$ cat config.mk
export PLATFORM = sky130hd
export DESIGN_NAME = local_history_branch_predictor_unit
export DESIGN_NICKNAME = d
export VERILOG_FILES = /design/src/hdl/lhbp_pkg.sv /design/src/hdl/lhbp_ram.sv /design/src/hdl/lhbp_mod.sv /design/src/hdl/local_history_branch_predictor_unit.sv
export VERILOG_INCLUDE_DIRS = /design/src /design/src/hdl
export SDC_FILE = /design/constraint.sdc
export NUM_CORES = 1
export LEC_CHECK = 0
export BUFFER_PORTS_ARGS = -buffer_cell sky130_fd_sc_hd__buf_2
export CORE_MARGIN = 2
export CORE_UTILIZATION = 35
export DETAILED_ROUTE_END_ITERATION = 16
export PLACE_DENSITY = 0.46
export REMOVE_ABC_BUFFERS = 1
export SYNTH_ARGS = -nofsm -noshare
export SYNTH_HDL_FRONTEND = slang
export SYNTH_SLANG_ARGS = --single-unit
export TNS_END_PERCENT = 50
$ cat constraint.sdc
create_clock -name clk -period 6.7 [get_ports clk]
set_clock_uncertainty 0.2 [all_clocks]
set_input_delay 0.335 -clock clk [delete_from_list [all_inputs] [get_ports clk]]
set_output_delay 0.335 -clock clk [all_outputs]
set_load 0.1 [all_outputs]
$ cat src/hdl/assert_macros.svh
// ----------------------------------------------------------------------------
// assert_macros.svh
// Concurrent assertion shorthands shared by the predictor RTL.
// ----------------------------------------------------------------------------
`ifndef ASSERT_MACROS_SVH
`define ASSERT_MACROS_SVH

// Check a property on a given clock, off while the given reset is low.
`define ASSERT_AT(label, clk_sig, rst_n_sig, prop, msg) \
	label: assert property (@(posedge clk_sig) disable iff (!rst_n_sig) (prop)) \
		else $error(msg);

// Check a property on the module's clk and arst_n.
`define ASSERT_STD(label, prop, msg) \
	`ASSERT_AT(label, clk, arst_n, prop, msg)

`endif

$ cat src/hdl/lhbp_pkg.sv
// ----------------------------------------------------------------------------
// lhbp_pkg
// Shared types, widths and helpers of the local history branch predictor.
// ----------------------------------------------------------------------------
`default_nettype none

package lhbp_pkg;

	// Fixed field widths
	localparam int ADDR_W = 16;
	localparam int CFG_W  = 7;
	localparam int TOT_W  = 32;
	localparam int HIST_W = 2;
	localparam int CTR_W  = 2;
	localparam int NUM_CTR = 1 << HIST_W;
	localparam int STEP_W = $clog2(ADDR_W);

	localparam logic [CFG_W-1:0] NUM_ENTRIES_RST = 7'd64;

	// One row of the predictor memory: local history and its four counters
	typedef logic [NUM_CTR-1:0][CTR_W-1:0] ctr_row_t;

	typedef struct packed {
		logic [HIST_W-1:0] hist;
		ctr_row_t          ctrs;
	} row_t;

	localparam int ROW_W = $bits(row_t);

	// Request into the remainder unit
	typedef struct packed {
		logic              start;
		logic [ADDR_W-1:0] dividend;
		logic [CFG_W-1:0]  divisor;
	} mod_req_t;

	// Status out of the remainder unit
	typedef struct packed {
		logic busy;
		logic done;
	} mod_status_t;

	// Step a 2-bit counter toward the outcome, saturating at both ends
	function automatic logic [CTR_W-1:0] ctr_next(input logic [CTR_W-1:0] ctr,
	                                             input logic tk);
		logic [CTR_W-1:0] res;
		res = ctr;
		if (tk) begin
			if (ctr != '1)
				res = ctr + CTR_W'(1);
		end else begin
			if (ctr != '0)
				res = ctr - CTR_W'(1);
		end
		return res;
	endfunction

endpackage

`default_nettype wire

$ cat src/hdl/lhbp_ram.sv
// ----------------------------------------------------------------------------
// lhbp_ram
// Generic single-write, single-read RAM with a registered read port.
// ----------------------------------------------------------------------------
`default_nettype none

module lhbp_ram #(
	parameter int WIDTH = 8,
	parameter int DEPTH = 16
) (
	input  wire logic                                  clk,
	input  wire logic                                  we,
	input  wire logic [((DEPTH > 1) ? $clog2(DEPTH) : 1)-1:0] waddr,
	input  wire logic [WIDTH-1:0]                      wdata,
	input  wire logic                                  re,
	input  wire logic [((DEPTH > 1) ? $clog2(DEPTH) : 1)-1:0] raddr,
	output logic      [WIDTH-1:0]                      rdata
);

	logic [WIDTH-1:0] mem_q [DEPTH];

	// Write port
	always_ff @(posedge clk) begin
		if (we)
			mem_q[waddr] <= wdata;
	end

	// Registered read, hold data when not reading
	always_ff @(posedge clk) begin
		if (re)
			rdata <= mem_q[raddr];
	end

endmodule

`default_nettype wire

$ cat src/hdl/lhbp_mod.sv
// ----------------------------------------------------------------------------
// lhbp_mod
// Bit-serial remainder unit: address modulo entry count, one bit per cycle.
// ----------------------------------------------------------------------------
`default_nettype none
`include "assert_macros.svh"

module lhbp_mod (
	input  wire logic                        clk,
	input  wire logic                        arst_n,
	input  wire lhbp_pkg::mod_req_t          req,
	output lhbp_pkg::mod_status_t            status,
	output logic [lhbp_pkg::CFG_W-1:0]       remainder
);
	import lhbp_pkg::*;

	logic              busy_q;
	logic              done_q;
	logic [STEP_W-1:0] step_q;
	logic [ADDR_W-1:0] dvd_q;
	logic [CFG_W-1:0]  dsr_q;
	logic [CFG_W-1:0]  rem_q;

	logic [CFG_W:0]    r_ext;
	logic [CFG_W:0]    r_sub;
	logic [CFG_W-1:0]  rem_next;

	// Shift in the next dividend bit, subtract the divisor if it fits
	always_comb begin
		r_ext    = {rem_q, dvd_q[ADDR_W-1]};
		r_sub    = r_ext - {1'b0, dsr_q};
		rem_next = (r_ext >= {1'b0, dsr_q}) ? r_sub[CFG_W-1:0] : r_ext[CFG_W-1:0];
	end

	// Sequence control
	always_ff @(posedge clk or negedge arst_n) begin
		if (!arst_n) begin
			busy_q <= 1'b0;
			done_q <= 1'b0;
			step_q <= '0;
		end else begin
			// flag done for one cycle after the last step
			done_q <= busy_q && !req.start && (step_q == '0);
			if (req.start) begin
				busy_q <= 1'b1;
				step_q <= STEP_W'(ADDR_W - 1);
			end else if (busy_q) begin
				step_q <= step_q - STEP_W'(1);
				if (step_q == '0)
					busy_q <= 1'b0;
			end
		end
	end

	// Datapath
	always_ff @(posedge clk) begin
		if (req.start) begin
			dvd_q <= req.dividend;
			dsr_q <= req.divisor;
			rem_q <= '0;
		end else if (busy_q) begin
			dvd_q <= {dvd_q[ADDR_W-2:0], 1'b0};
			rem_q <= rem_next;
		end
	end

	assign status.busy = busy_q;
	assign status.done = done_q;
	assign remainder   = rem_q;

	`ASSERT_STD(a_no_start_busy, req.start |-> !busy_q, "remainder unit restarted while busy")
	`ASSERT_STD(a_done_after_busy, done_q |-> $past(busy_q) && !busy_q,
		"remainder done without a finishing step")

endmodule

`default_nettype wire

$ cat src/hdl/local_history_branch_predictor_unit.sv
// ----------------------------------------------------------------------------
// local_history_branch_predictor_unit
// Two-level local history branch predictor with 2-bit saturating counters.
// ----------------------------------------------------------------------------
//
//   channel  | direction | handshake               | payload
//   ---------+-----------+-------------------------+-------------------------------
//   in       | sink      | in_valid / in_stall     | instr_address, taken
//   out      | source    | out_valid / out_stall   | entry_index .. miss_total
//   cfg      | sink      | cfg_we (no wait)        | cfg_wdata (num_entries)
//
// Each word passes through the accepting cycle, 16 bit-serial remainder steps,
// one memory read and one write-back before the next word is accepted.
// Each entry is one memory row (history plus four counters), read and written
// once per word, so no forwarding is needed.
// After reset a clearing pass writes every row, with in_stall high.
// A stalled result waits in the output register; the next word is taken meanwhile
// and only its write-back waits for the output to drain.
// ----------------------------------------------------------------------------
`default_nettype none
`include "assert_macros.svh"

module local_history_branch_predictor_unit #(
	parameter int MAX_ENTRIES = 64
) (
	input  wire logic                                   clk,
	input  wire logic                                   arst_n,
	// configuration
	input  wire logic                                   cfg_we,
	input  wire logic [lhbp_pkg::CFG_W-1:0]             cfg_wdata,
	// input words
	input  wire logic                                   in_valid,
	output logic                                        in_stall,
	input  wire logic [lhbp_pkg::ADDR_W-1:0]            instr_address,
	input  wire logic                                   taken,
	// result words
	output logic                                        out_valid,
	input  wire logic                                   out_stall,
	output logic [((MAX_ENTRIES > 1) ? $clog2(MAX_ENTRIES) : 1)-1:0] entry_index,
	output logic [lhbp_pkg::HIST_W-1:0]                 history_used,
	output logic                                        prediction,
	output logic                                        mispredict,
	output logic [lhbp_pkg::TOT_W-1:0]                  prediction_total,
	output logic [lhbp_pkg::TOT_W-1:0]                  miss_total
);
	import lhbp_pkg::*;

	localparam int IDX_W   = (MAX_ENTRIES > 1) ? $clog2(MAX_ENTRIES) : 1;
	localparam int CFG_MAX = (1 << CFG_W) - 1;
	localparam logic [CFG_W-1:0] N_CAP =
		CFG_W'((MAX_ENTRIES > CFG_MAX) ? CFG_MAX : MAX_ENTRIES);
	localparam logic [IDX_W-1:0] LAST_ROW = IDX_W'(MAX_ENTRIES - 1);

	typedef enum logic [1:0] {
		S_CLEAR,
		S_IDLE,
		S_DIV,
		S_UPDATE
	} state_t;

	state_t             state_q;
	logic [IDX_W-1:0]   clr_q;
	logic [CFG_W-1:0]   num_entries_q;
	logic [CFG_W-1:0]   n_eff;

	logic [ADDR_W-1:0]  addr_q;
	logic               taken_q;
	logic [IDX_W-1:0]   idx_q;

	logic [TOT_W-1:0]   pred_cnt_q;
	logic [TOT_W-1:0]   miss_cnt_q;
	logic               out_valid_q;
	logic [IDX_W-1:0]   out_idx_q;
	logic [HIST_W-1:0]  out_hist_q;
	logic               out_pred_q;
	logic               out_miss_q;

	mod_req_t           div_req;
	mod_status_t        div_st;
	logic [CFG_W-1:0]   div_rem;

	logic               ram_we;
	logic [IDX_W-1:0]   ram_waddr;
	logic [ROW_W-1:0]   ram_wdata;
	logic               ram_re;
	logic [IDX_W-1:0]   ram_raddr;
	logic [ROW_W-1:0]   ram_rdata;

	row_t               rd_row;
	row_t               new_row;
	logic [HIST_W-1:0]  hist;
	logic [CTR_W-1:0]   ctr;
	logic               pred;
	logic               miss;
	logic               accept;
	logic               upd_go;

	// Clamp the configured entry count to 1..MAX_ENTRIES
	always_comb begin
		n_eff = num_entries_q;
		if (num_entries_q == '0)
			n_eff = CFG_W'(1);
		else if (num_entries_q > N_CAP)
			n_eff = N_CAP;
	end

	// Configuration register
	always_ff @(posedge clk or negedge arst_n) begin
		if (!arst_n)
			num_entries_q <= NUM_ENTRIES_RST;
		else if (cfg_we)
			num_entries_q <= cfg_wdata;
	end

	// Remainder unit
	assign accept           = (state_q == S_IDLE) && in_valid;
	assign div_req.start    = accept;
	assign div_req.dividend = instr_address;
	assign div_req.divisor  = n_eff;

	lhbp_mod u_mod (
		.clk       (clk),
		.arst_n    (arst_n),
		.req       (div_req),
		.status    (div_st),
		.remainder (div_rem)
	);

	// Predict from the row read back and build the updated row
	always_comb begin
		rd_row  = row_t'(ram_rdata);
		hist    = rd_row.hist;
		ctr     = rd_row.ctrs[hist];
		pred    = ctr[CTR_W-1];
		miss    = pred ^ taken_q;
		new_row = rd_row;
		new_row.ctrs[hist] = ctr_next(ctr, taken_q);
		new_row.hist       = {hist[HIST_W-2:0], taken_q};
	end

	// Memory access: clearing sweep or write-back, read when the index is known
	assign upd_go    = (state_q == S_UPDATE) && (!out_valid_q || !out_stall);
	assign ram_we    = (state_q == S_CLEAR) || upd_go;
	assign ram_waddr = (state_q == S_CLEAR) ? clr_q : idx_q;
	assign ram_wdata = (state_q == S_CLEAR) ? '0 : ROW_W'(new_row);
	assign ram_re    = (state_q == S_DIV) && div_st.done;
	assign ram_raddr = IDX_W'(div_rem);

	lhbp_ram #(
		.WIDTH (ROW_W),
		.DEPTH (MAX_ENTRIES)
	) u_ram (
		.clk   (clk),
		.we    (ram_we),
		.waddr (ram_waddr),
		.wdata (ram_wdata),
		.re    (ram_re),
		.raddr (ram_raddr),
		.rdata (ram_rdata)
	);

	// Sequencer, totals and result register
	always_ff @(posedge clk or negedge arst_n) begin
		if (!arst_n) begin
			state_q     <= S_CLEAR;
			clr_q       <= '0;
			addr_q      <= '0;
			taken_q     <= 1'b0;
			idx_q       <= '0;
			pred_cnt_q  <= '0;
			miss_cnt_q  <= '0;
			out_valid_q <= 1'b0;
			out_idx_q   <= '0;
			out_hist_q  <= '0;
			out_pred_q  <= 1'b0;
			out_miss_q  <= 1'b0;
		end else begin
			// load a new result at write-back, drop the result once taken
			if (upd_go)
				out_valid_q <= 1'b1;
			else if (!out_stall)
				out_valid_q <= 1'b0;

			unique case (state_q)
				S_CLEAR: begin
					clr_q <= clr_q + IDX_W'(1);
					if (clr_q == LAST_ROW)
						state_q <= S_IDLE;
				end
				S_IDLE: begin
					if (accept) begin
						addr_q  <= instr_address;
						taken_q <= taken;
						state_q <= S_DIV;
					end
				end
				S_DIV: begin
					if (div_st.done) begin
						idx_q   <= IDX_W'(div_rem);
						state_q <= S_UPDATE;
					end
				end
				S_UPDATE: begin
					if (upd_go) begin
						out_idx_q   <= idx_q;
						out_hist_q  <= hist;
						out_pred_q  <= pred;
						out_miss_q  <= miss;
						if (pred_cnt_q != '1)
							pred_cnt_q <= pred_cnt_q + TOT_W'(1);
						if (miss && (miss_cnt_q != '1))
							miss_cnt_q <= miss_cnt_q + TOT_W'(1);
						state_q <= S_IDLE;
					end
				end
				default: state_q <= S_IDLE;
			endcase
		end
	end

	assign in_stall         = (state_q != S_IDLE);
	assign out_valid        = out_valid_q;
	assign entry_index      = out_idx_q;
	assign history_used     = out_hist_q;
	assign prediction       = out_pred_q;
	assign mispredict       = out_miss_q;
	assign prediction_total = pred_cnt_q;
	assign miss_total       = miss_cnt_q;

	`ASSERT_STD(a_miss_le_pred, miss_cnt_q <= pred_cnt_q, "miss total above prediction total")
	`ASSERT_STD(a_done_in_div, div_st.done |-> (state_q == S_DIV),
		"remainder finished outside the divide state")
	`ASSERT_STD(a_update_loads_out, upd_go |=> out_valid_q,
		"write-back did not present a result")
	`ASSERT_STD(a_addr_held, (state_q == S_DIV) |=> $stable(addr_q),
		"captured address changed during the divide")

endmodule

`default_nettype wire

After elaboration in Yosys (flattened, before gate mapping)
Memories as Yosys holds them, arrays and structs flattened. A register that Yosys moved wholly into a read port is not among the register bits.
Cells that the tools add are included.
Storage, ports and cells
  memories: 1
  word-level logic and storage cells: 97
  flip-flop bits (word level): 133
  memory bits (writable): 640
  output and inout bits: 76
Memories
  u_ram.mem_q: depth 64, bits a word 10, read ports 1, clocked after Yosys merged registers in 1, write ports 1, line lhbp_ram.sv:20  | logic [WIDTH-1:0] mem_q [DEPTH];
Cells by class
  reductions and logical operators: 24
  add/subtract/negate cells: 7
  bitwise logic cells: 1
  mux-type cells: 28
  magnitude comparators: 4
  eq/ne operators: 13
Operator list (number)
  adder 32 x 1 -> 32 bit, second input constant: 2
  inequality test 32 bit, second input constant: 2
  2-to-1 mux 16 bit: 2
  2-to-1 mux 2 bit: 9
  2-to-1 mux 7 bit: 2
  2-to-1 mux 10 bit: 1
  bitwise mux 8 bit: 1
  greater-or-equal comparator 8 x 7 -> 1 bit: 1
  2-to-1 mux 4 bit: 2
  inequality test 2 x 1 -> 1 bit, second input constant: 4
  one-hot mux 2 bit (4 select lines): 1
  > comparator 7 bit, second input constant: 1
  logical AND 1 bit: 7
  logical NOT 7 bit: 1
  2-to-1 mux 1 bit: 7
  subtractor 7 bit: 1
  adder 6 x 1 -> 6 bit, second input constant: 1
  equality test 6 bit, second input constant: 1
  2-to-1 mux 6 bit: 1
  inequality test 2 bit, second input constant: 3
  AND reduction 2 bit: 3
  AND reduction 3 bit: 2
  binary-select mux 2 bit (select 2 bit): 1
  demux 2 bit (select 2 bit): 1
  15 further kinds: 20

Depth between registers and ports, before layout
  depth after elaboration: 7
  depth in mapped cells: 9
  gate-level depth less buffers: 9

Modules after synthesis
A second synthesis with hierarchy kept.
Unflattened totals
  cells, all modules: 1746
  area total of the unflattened synthesis: 32128.3 um^2
By module, submodules not included
  lhbp_ram: area an instance 25201.7 um^2, times used 1, cells an instance 1118
  local_history_branch_predictor_unit: area an instance 4999.8 um^2, times used 1, cells an instance 463
  lhbp_mod: area an instance 1926.8 um^2, times used 1, cells an instance 165

Worst setup path after synthesis
OpenSTA, ideal clock, no wires.
  kind: register -> register
  from: reg u_ram.rdata[9], read port of u_ram.mem_q
  to: mem u_ram.mem_q[0][6] (netlist bit), data pin
  setup slack: 1.545 ns
  buffers on the path: 1
  arrival time: 4.187 ns
  stages on the path, launching flop included: 5
  path through: edfxtp_1 -> clkbuf_1 -> mux4_2 -> maj3_1 -> a311oi_1
On the way
  longest elaborated chain between the ends: 7
  elaborated cells on any way between the ends: 16
Ends and longest elaborated chain
  from (decl): line lhbp_ram.sv:17  | output logic [WIDTH-1:0] rdata
  binary-select mux 2 bit (select 2 bit): line local_history_branch_predictor_unit.sv:133  | ctr = rd_row.ctrs[hist];
  2-to-1 mux 2 bit (not written as such): line local_history_branch_predictor_unit.sv:133
  subtractor 2 x 1 -> 2 bit, or another cell as far along: line lhbp_pkg.sv:53  | res = ctr - CTR_W'(1);
  2-to-1 mux 2 bit, on equally long branches: line lhbp_pkg.sv:52, lhbp_pkg.sv:49
  2-to-1 mux 2 bit: line lhbp_pkg.sv:48  | if (tk) begin
  bitwise mux 8 bit *: line local_history_branch_predictor_unit.sv:137  | new_row.ctrs[hist] = ctr_next(ctr, taken_q);
  2-to-1 mux 10 bit *: line local_history_branch_predictor_unit.sv:145  | assign ram_wdata = (state_q == S_CLEAR) ? '0 : ROW_W'(new_row);
  via ram_wdata[6]: line local_history_branch_predictor_unit.sv:84  | logic [ROW_W-1:0] ram_wdata;
  to (decl): line lhbp_ram.sv:20
The timed path passes the listed nets; every way through them passes the cells marked *. The select of a mux whose other input is x is not followed.

==> results.tsv <==
stage	metric	value	unit
outcome	run status	completed	
detailed_routing	routed length per instance	25.4	µm
clock_tree	CTS tree	yes	
detailed_routing	vias per cell	5.27	
detailed_routing	post-route ant nets	0	
critical_path	WP data required	7.01	ns
floorplanning	Die Y	308	µm
critical_path	CP Data Arrival Time	4.15	ns
global_routing	met2 Usage GRT	29.3	%
logic_synthesis	yosys warns	0	
place	Detailed Place HPWL	55.2	mm
global_routing	total global-route track usage	18.2	%
critical_path	Largest stage delay, worst path	1.19	ns
logic_synthesis	top cell type's share of synthesized area	62.7	%
clock_tree	H-tree depth	3	
logic_synthesis	post-synthesis register bit count	783	
worst_hold_path	HP Class	register to register	
timing	Worst slew margin	3.70	%
clock_tree	Sink Count	783	
final_layout	share of cells above drive strength 1	18.5	%
place	dpl ws	2.86	ns
global_routing	total global routing overflow	0	
global_routing	first-pass GRT wire length	126	mm
global_routing	initial antenna violation count	1	
clock_tree	Clock Pin Slew Worst Setup and Hold Paths	0.06	ns
global_routing	grt peak-use layer	met2	
critical_path	crit path cell chain	buf_4, nor2_4, buf_4, nand3_1, nand2_1, nor4_1, or3_1	
logic_synthesis	register area share after synthesis	71.1	%
timing	RSZ-0062 raised after global routing	false	
clock_tree	clock buffer depth	3	
critical_path	critical-path maximum fanout	27	
timing	Final setup violation count	0	
detailed_routing	Total Routed Length	86.3	mm
critical_path	CP startpoint kind	register	
global_routing	via count of the first global-routing pass	18300	
timing	Least-Margin Pin Slew	1.43	ns
pwr	power after layout	10.0	mW
timing	maximum clock rate	261	MHz
floorplanning	std cell rows	111	
logic_synthesis	syn_area_per_cell	16.4	µm²
detailed_routing	Residual DRC	0	
logic_synthesis	synth top area cells	edfxtp_1 (63%), dfrtp_1 (7.9%), mux2i_1 (5.6%), mux4_2 (4.7%), xnor2_1 (1.6%)	
timing	Tmin final	3.84	ns
logic_synthesis	Synth area leader	edfxtp_1	
floorplanning	die area	94600	µm²
global_routing	GRT met3 Usage	3.85	%
detailed_routing	first-iteration detailed-routing DRC count	1431	
place	gpl congestion	0.851	
critical_path	most frequent cell on the critical path	buf_4	
final_layout	Area Overhead vs Synth	15.6	%
final_layout	nets	2179	
detailed_routing	Vias	17900	
timing	Slew Limit Fails	0	
detailed_routing	DR pass1 iterations	5	
pwr	Power Dens Cells	269	nW/µm²
logic_synthesis	Yosys cell types	92	
critical_path	Slowest cell on crit path	nor4_1	
critical_path	CP Class	register to register	
logic_synthesis	async set-reset flop share out of synthesis	13.2	%
logic_synthesis	most frequent cell after synthesis	edfxtp_1	
global_routing	met1 Use GR	24.5	%
critical_path	CP Capture Type	register	
timing	WHS	0.268	ns
critical_path	Reg2Reg Setup Slack	2.86	ns
clock_tree	cts bufs inserted	87	
floorplanning	starting density of the core	35.2	%
final_layout	register area	22900	µm²
logic_synthesis	cell count after synthesis	1967	
clock_tree	Root Buffer	clkbuf_16	
clock_tree	CTS resizes	0	
timing	final period utilization	57.3	%
floorplanning	core area	91500	µm²
final_layout	footprint of the multi-input gates	8770	µm²
place	# port buffers	104	
clock_tree	Clk Latency, worst-skew pair	0.64	ns
final_layout	Filler cells	8339	
pwr	VDD IR max	172	µV
logic_synthesis	Commonest cells post-synth	edfxtp_1 (673), mux2i_1 (180), nand2_1 (115), nor2_1 (114), dfrtp_1 (102)	
final_layout	post-route core utilization	40.7	%
global_routing	largest net degree at the start of global routing	117	
timing	Setup WS post-layout	2.86	ns
logic_synthesis	Main synth FF type	edfxtp_1	
logic_synthesis	Post-synth EDFFs	673	
run	max_cap viols	0	
floorplanning	Die W	308	µm
timing	final hold vios	0	
pwr	Static Leak	12.4	nW
logic_synthesis	Syn Std Cell Area	32200	µm²
floorplanning	# IOs	105	
final cells by class:
type,instances,area share (%)
flip-flops and latches,783,61.6
inverters,31,0.312
diodes,1,0.00672
clock inverters,51,1.38
well taps,1186,3.98
multi-input cells,1061,23.5
clock buffers,107,6.13
repair buffers,170,3.07
stage by stage:
stage	instance area, µm²	cells	TNS (ns)
floorplan	31700	1875	-3.09
global placement	34100	3195	0
detailed placement	34100	3195	0
CTS	37300	3389	0
global route	37300	3389	0
finish	37300	3390	0
path summary, 6_finish.rpt:
kind                                                  from                                to  cells past startpoint
setup / recovery           u_mod.remainder[0]$_SDFFE_PP0P_          u_ram.rdata[6]$_DFFE_PP_                      7
hold / removal                  entry_index[3]$_DFFE_PN0P_        entry_index[3]$_DFFE_PN0P_                      2
setup reg to reg           u_mod.remainder[0]$_SDFFE_PP0P_          u_ram.rdata[6]$_DFFE_PP_                      7
hold reg to reg                 entry_index[3]$_DFFE_PN0P_        entry_index[3]$_DFFE_PN0P_                      2
max in group asynchronous                           arst_n      num_entries_q[3]$_DFFE_PN0P_                      4
min in group asynchronous                           arst_n  prediction_total[15]$_DFFE_PN0P_                      4
layout by cell type, fill, tap and decap left out, types with 13 or more instances in the layout:
cell	n
buf_2	103
o21ai_0	28
nor2_1	110
buf_4	29
nand4_1	38
and3_1	16
clkbuf_1	17
clkbuf_16	87
mux2i_1	180
nor3_1	16
clkinv_1	21
ha_1	14
nand2_1	115
dfrtp_1	102
a21oi_1	22
dlygate4sd3_1	35
a211oi_1	13
nor2b_1	19
o22ai_1	18
mux2_2	34
a22oi_1	61
nand3_1	70
edfxtp_1	673
xnor2_1	58
mux4_2	67
inv_1	31
flip-flops by register name (all words and copies together) (netlist names), 4 cells and up:
| signal | flops |
|---|---|
| u_ram.mem_q | 640 |
| miss_total | 32 |
| prediction_total | 32 |
| u_mod.dvd_q | 16 |
| u_ram.rdata | 10 |
| num_entries_q | 7 |
| u_mod.dsr_q | 7 |
| u_mod.remainder | 7 |
| clr_q | 6 |
| entry_index | 6 |
| idx_q | 6 |
| u_mod.step_q | 4 |
worst max-delay path, delay by kind of cell, from the launching register on:
kind	cells	cell delay, ns
simple gates	5	1.93
buf+inv	2	0.82
flops	1	0.69
where the power goes:
part	leakage (nW)	internal, mW	switching (mW)	total (mW)
combinational	4.17	0.0291	0.0221	0.0512
clock	1.35	2.80	1.93	4.73
sequential	6.84	5.23	0.00410	5.23
total	12.4	8.06	1.96	10.0
cells by family after synthesis:
group	Yosys count	share of synthesized area (%)
adder cells (fa/ha/maj)	18	0.706
multiplexers	284	11.7
buffers and inverters	123	2.05
AO/OA/AOI/OAI	201	4.42
AND/OR/NAND/NOR	486	8.01
XOR/XNOR	72	2.04
flip-flops	783	71.1
what timing repair did:
action                    in CTS  in global routing
hold buffers                  36                  0
hold endpoints to repair      59                  0
setup buffers                  0                  0
routing by layer:
layer / vias to the layer above / share of wire, %
met5: - / 0
met4: 0 / 3.0
met3: 141 / 6.2
met2: 501 / 47
met1: 9183 / 44
li1: 8043 / -
(Power assumes the default switching activity.)
